[src/rtl/tpv_pkg.sv]
// Package with constants, tables and the SHA-256 round functions of the tunnel packet verifier.
`timescale 1ns / 1ps
package tpv_pkg;
  localparam int KEY_BYTES_DEF = 32;
  localparam int TAG_BYTES_DEF = 16;
  localparam int FIXED_HDR = 8;
  localparam logic [16:0] MAX_LEN = 17'd65535;
  localparam logic [16:0] POS_MAX = 17'h1FFFF;

  typedef enum logic [2:0] {
    ST_OK = 3'd0,
    ST_TOO_SHORT = 3'd1,
    ST_BAD_MAGIC = 3'd2,
    ST_BAD_FLOW = 3'd3,
    ST_BAD_MAC = 3'd4,
    ST_TOO_LONG = 3'd5
  } status_t;

  typedef enum logic [2:0] {
    REG_MAGIC = 3'd0,
    REG_FLOW = 3'd1,
    REG_KEY0 = 3'd2,
    REG_KEY1 = 3'd3,
    REG_KEY2 = 3'd4,
    REG_KEY3 = 3'd5
  } reg_index_t;

  typedef struct packed {
    logic start;
    logic busy;
    logic done;
  } core_ctl_t;

  localparam logic [255:0] IV = {
    32'h6a09e667, 32'hbb67ae85, 32'h3c6ef372, 32'ha54ff53a,
    32'h510e527f, 32'h9b05688c, 32'h1f83d9ab, 32'h5be0cd19};

  function automatic logic [31:0] k_const(input logic [5:0] i);
    logic [31:0] k;
    case (i)
      6'd0: k = 32'h428a2f98; 6'd1: k = 32'h71374491; 6'd2: k = 32'hb5c0fbcf;
      6'd3: k = 32'he9b5dba5; 6'd4: k = 32'h3956c25b; 6'd5: k = 32'h59f111f1;
      6'd6: k = 32'h923f82a4; 6'd7: k = 32'hab1c5ed5; 6'd8: k = 32'hd807aa98;
      6'd9: k = 32'h12835b01; 6'd10: k = 32'h243185be; 6'd11: k = 32'h550c7dc3;
      6'd12: k = 32'h72be5d74; 6'd13: k = 32'h80deb1fe; 6'd14: k = 32'h9bdc06a7;
      6'd15: k = 32'hc19bf174; 6'd16: k = 32'he49b69c1; 6'd17: k = 32'hefbe4786;
      6'd18: k = 32'h0fc19dc6; 6'd19: k = 32'h240ca1cc; 6'd20: k = 32'h2de92c6f;
      6'd21: k = 32'h4a7484aa; 6'd22: k = 32'h5cb0a9dc; 6'd23: k = 32'h76f988da;
      6'd24: k = 32'h983e5152; 6'd25: k = 32'ha831c66d; 6'd26: k = 32'hb00327c8;
      6'd27: k = 32'hbf597fc7; 6'd28: k = 32'hc6e00bf3; 6'd29: k = 32'hd5a79147;
      6'd30: k = 32'h06ca6351; 6'd31: k = 32'h14292967; 6'd32: k = 32'h27b70a85;
      6'd33: k = 32'h2e1b2138; 6'd34: k = 32'h4d2c6dfc; 6'd35: k = 32'h53380d13;
      6'd36: k = 32'h650a7354; 6'd37: k = 32'h766a0abb; 6'd38: k = 32'h81c2c92e;
      6'd39: k = 32'h92722c85; 6'd40: k = 32'ha2bfe8a1; 6'd41: k = 32'ha81a664b;
      6'd42: k = 32'hc24b8b70; 6'd43: k = 32'hc76c51a3; 6'd44: k = 32'hd192e819;
      6'd45: k = 32'hd6990624; 6'd46: k = 32'hf40e3585; 6'd47: k = 32'h106aa070;
      6'd48: k = 32'h19a4c116; 6'd49: k = 32'h1e376c08; 6'd50: k = 32'h2748774c;
      6'd51: k = 32'h34b0bcb5; 6'd52: k = 32'h391c0cb3; 6'd53: k = 32'h4ed8aa4a;
      6'd54: k = 32'h5b9cca4f; 6'd55: k = 32'h682e6ff3; 6'd56: k = 32'h748f82ee;
      6'd57: k = 32'h78a5636f; 6'd58: k = 32'h84c87814; 6'd59: k = 32'h8cc70208;
      6'd60: k = 32'h90befffa; 6'd61: k = 32'ha4506ceb; 6'd62: k = 32'hbef9a3f7;
      default: k = 32'hc67178f2;
    endcase
    return k;
  endfunction

  function automatic logic [31:0] rotr(input logic [31:0] x, input int n);
    return (x >> n) | (x << (32 - n));
  endfunction
endpackage

[src/rtl/tpv_sha_core.sv]
// Iterative SHA-256 compression unit: one round per cycle over a 16-word schedule window.
`timescale 1ns / 1ps
module tpv_sha_core (
  input  logic           clk,
  input  logic           rst,
  input  logic           start,
  input  logic [511:0]   block,
  input  logic [255:0]   chain_in,
  output logic [255:0]   chain_out,
  output tpv_pkg::core_ctl_t ctl
);
  logic [31:0] w [16];
  logic [31:0] a, b, c, d, e, f, g, h;
  logic [5:0] round;
  logic busy, add_step, done;
  logic [31:0] t1, t2, s0, s1, wnew;

  assign s0 = tpv_pkg::rotr(w[1], 7) ^ tpv_pkg::rotr(w[1], 18) ^ (w[1] >> 3);
  assign s1 = tpv_pkg::rotr(w[14], 17) ^ tpv_pkg::rotr(w[14], 19) ^ (w[14] >> 10);
  assign wnew = w[0] + s0 + w[9] + s1;
  assign t1 = h + (tpv_pkg::rotr(e, 6) ^ tpv_pkg::rotr(e, 11) ^ tpv_pkg::rotr(e, 25))
            + ((e & f) ^ (~e & g)) + tpv_pkg::k_const(round) + w[0];
  assign t2 = (tpv_pkg::rotr(a, 2) ^ tpv_pkg::rotr(a, 13) ^ tpv_pkg::rotr(a, 22))
            + ((a & b) ^ (a & c) ^ (b & c));

  always_ff @(posedge clk) begin
    if (rst) begin
      busy <= 1'b0;
      add_step <= 1'b0;
      done <= 1'b0;
      round <= '0;
    end else begin
      done <= add_step;
      add_step <= busy && !start && (round == 6'd63);
      if (start) begin
        busy <= 1'b1;
        round <= '0;
      end else if (busy) begin
        round <= round + 6'd1;
        if (round == 6'd63) begin
          busy <= 1'b0;
        end
      end
    end
  end

  always_ff @(posedge clk) begin
    if (start) begin
      for (int i = 0; i < 16; i++) w[i] <= block[511 - 32 * i -: 32];
      {a, b, c, d, e, f, g, h} <= chain_in;
      chain_out <= chain_in;
    end else if (busy) begin
      for (int i = 0; i < 15; i++) w[i] <= w[i + 1];
      w[15] <= wnew;
      h <= g; g <= f; f <= e; e <= d + t1;
      d <= c; c <= b; b <= a; a <= t1 + t2;
    end else if (add_step) begin
      chain_out <= {chain_out[255:224] + a, chain_out[223:192] + b,
                    chain_out[191:160] + c, chain_out[159:128] + d,
                    chain_out[127:96] + e, chain_out[95:64] + f,
                    chain_out[63:32] + g, chain_out[31:0] + h};
    end
  end

  always_comb begin
    ctl.start = start;
    ctl.busy = busy | add_step | done;
    ctl.done = done;
  end
endmodule

[config.mk]
export PLATFORM = sky130hd
export DESIGN_NAME = tpv_sha_core
export DESIGN_NICKNAME = d
export VERILOG_FILES = /design/src/rtl/tpv_pkg.sv /design/src/rtl/tpv_sha_core.sv
export SDC_FILE = /design/constraint.sdc
export NUM_CORES = 2
export LEC_CHECK = 0
export BUFFER_PORTS_ARGS = -buffer_cell sky130_fd_sc_hd__buf_2
export CAP_MARGIN = 15
export CORE_MARGIN = 4
export CORE_UTILIZATION = 25
export CTS_CLUSTER_SIZE = 40
export DETAILED_ROUTE_END_ITERATION = 10
export SETUP_SLACK_MARGIN = 0.2
export SYNTH_ARGS = -nofsm -noshare
export SYNTH_HDL_FRONTEND = slang
export SYNTH_SLANG_ARGS = --single-unit
[constraint.sdc]
create_clock -name clk -period 24.6 [get_ports clk]
set_clock_uncertainty 0.05 [all_clocks]
set_input_delay 2.46 -clock clk [delete_from_list [all_inputs] [get_ports clk]]
set_output_delay 2.46 -clock clk [all_outputs]
set_load 0.02 [all_outputs]
==> results list <==
- The floorplan step set the die height to around 540 um.
* Period utilization: 0.349
* Achievable Freq: about 120 MHz
- CTS placed an instance of sky130_fd_sc_hd__clkbuf_16 at the clock tree root.
- Residual DRC: 0
- Final count of pins violating max slew: 0
- CTS tree: built
- In this run, the number of DRC markers left after iteration 0 of detailed routing was around 6500.
* Die X-Extent: between 500 and 600 um
- The tightest min-delay check is of the reg -> reg type.
- In the synthesized netlist the dominant register cell turns out to be sky130_fd_sc_hd__edfxtp_1.
- Critical path data arrival time: between 9000 and 10000 ps
* Synthesized netlist net count: just under 8000
- Synthesis-to-finish area growth: 19.9%
- Number of enable flip-flop cells after synthesis: 1024
- After synthesis the netlist holds a flip-flop and latch count of around 1100.
- Setup repair after global routing left no endpoint under its margin.
* Post-synthesis async set-or-reset flop share: 0
- Maximum fanout along the worst path: 7
- Final hold violation count: 0
* Delay of the slowest cell on the worst path: roughly 550 ps
- Among cell families on the critical path, the largest total delay comes from compound AO/OA/AOI/OAI gates.
* Run status: completed
- The worst path in the final design needs a cycle of 8600 ps, including I/O delays and setup.
* Final TNS setup: 0 ps
- In the final layout, the share of cells above drive strength 1 is 0.247.
- In this run, post-CTS repair resized a total of 0 instances.
- After detailed routing, the average wire length per cell comes to 30.1 um.
- The worst hold path begins at add_step.
- Routability-driven placement finished with a final weighted congestion of about 0.94.
* Number of hold-repair buffers added at the cts stage: 0
- Pin count of the biggest net entering global routing: between 150 and 200
* Cell types occupying the most area after synthesis: sky130_fd_sc_hd__edfxtp_1, sky130_fd_sc_hd__mux2_2, sky130_fd_sc_hd__ha_1, sky130_fd_sc_hd__fa_1, sky130_fd_sc_hd__xnor2_1
- For this configuration, the core starts out at a cell density of 0.252.
* Commonest non-fill, non-tap cell in the layout: sky130_fd_sc_hd__buf_2
- Once placement completed, the tool counted placed cells totaling roughly 11000.
- Crit-path slowest cell: sky130_fd_sc_hd__edfxtp_1
- Setup violation total in the final timing report: 0
- Post-CTS setup buffer count: 0
* Share of the synthesized area in the top cell type: 0.435
* Final instance count without filler cells: approximately 11000
- In the layout the commonest cells are sky130_fd_sc_hd__buf_2, sky130_fd_sc_hd__edfxtp_1, sky130_fd_sc_hd__o21ai_0.
- Cell Area, Synth: about 0.071 mm2
- The worst setup path is captured at a register.
* Count of nets left with antenna violations after detail routing: 0
- Area of the die: between 0.2 and 0.3 mm2
* # IOs: roughly 1000
- Port-buffer cells: 1029
- For the worst-skew pair, the clock arrives at the later sink with an insertion delay of 840 ps.
- In this run the worst setup path begins at e[20].
* Number of warnings printed during yosys synthesis: 0
- Required time at the worst-slack endpoint: between 20000 and 30000 ps
- Worst-margin pin slew: 1340 ps
- For this run, the total global-route usage over all layers was measured as 0.223.
- The number of antenna violations at the first check in global routing came to ~120.
* Post-layout instance area: 0.0847 mm2
- Vias post-DR: between 50000 and 60000
- Depth of the CTS H-tree: 4
- Most area-hungry cell type in the Yosys netlist: sky130_fd_sc_hd__edfxtp_1
- CTS saw 1065 sinks.
* Routed wire length: ~340000 um
* RR Startpoint: e[20]
- The critical path contains buffers and inverters numbering 4 combined.
* Wire length of the first global-routing pass: around 460000 um
- The total overflow left after global routing is 0.
* Placeable core region: roughly 0.28 mm2
- Sequential area share after synthesis: 0.447
* Unique masters post-synth: between 90 and 100
* Maximum Capacitance Violations: 0
* CP startpoint kind: register
* Drt via density: between 5 and 6
- Cells after synthesis: about 6500
* Critical path class: reg -> reg
- Net count, final: about 9000
* Worst slew slack as a fraction of its limit: 0.0966
- Buffer depth of the longest clock path: 4
- Total half-perimeter wirelength after legalization and detailed placement: approximately 280000 um
* Cts bufs inserted: around 140
- Site row count: slightly below 200
- Reg clk slew, reported paths: roughly 70 ps
- Synth Area per Inst: between 10 and 15 um2
* Pre-antenna DRT Iters: 6
- Hold Worst Slack: roughly 470 ps
- Among the stages of the critical path, the cell type that occurs most often is sky130_fd_sc_hd__a21o_1.
* Placed cell area: ~0.08 mm2
* Number of global-route vias before repair: 56000
Yosys cell counts, drive strengths merged, types with 72 or more instances:
cell type and n:
edfxtp 1024, o21ai 694, mux2 522, nand2 514, inv 502, xnor2 391
ha 390, a21oi 301, nor2 279, clkbuf 252, fa 195, xor2 174
a21o 146, nor3 91, nand3 77, o21a 72
logic make-up after synthesis:
logic type / share of synthesized area
mux: 0.0860
xor+xnor: 0.0704
buf+inv: 0.0414
compound gates: 0.148
flops: 0.447
fa+ha+maj: 0.128
simple gates: 0.0792
metrics by stage:
step	setup WS, ps	util
after floorplan	3300	-
after CTS	16080	0.301
after global placement	16220	0.285
after global routing	15700	0.302
final	16000	0.302
after detailed placement	16080	0.285
registers in the layout, summed over array words and instances, names as in the netlist, 6 cells and up, named ones only:
signal / count
h: 32
e: 32
d: 32
c: 32
w: 512
round: 6
b: 32
chain_out: 256
a: 32
g: 32
f: 32
path summary, 6_finish.rpt:
check,to,slack [ps],depth (start not counted)
min reg2reg,done,470,1
min,done,470,1
max reg2reg,a[30],16000,30
max,a[30],16000,30
area by class of cell:
class / instances / area (um2)
fill: 29100 / 196000
antenna: 59 / 148
tap: 3724 / 4660
clock buffer: 177 / 3750
sequential: 1065 / 31600
timing repair buffer: 1074 / 5560
inverter: 502 / 1880
multi-input combinational: 4619 / 36200
clock inverter: 72 / 938
metal layers:
metal	GRT usage	vias to the layer above	part of all wire
met5	0	-	0.0014
met4	0.0774	74	0.039
met3	0.0432	507	0.081
met2	0.321	2875	0.41
met1	0.329	29000	0.46
li1	-	25500	-
Power is left out: the tool's default activity adds up to more than one toggle a clock period on the data nets, which glitch-free logic cannot reach.
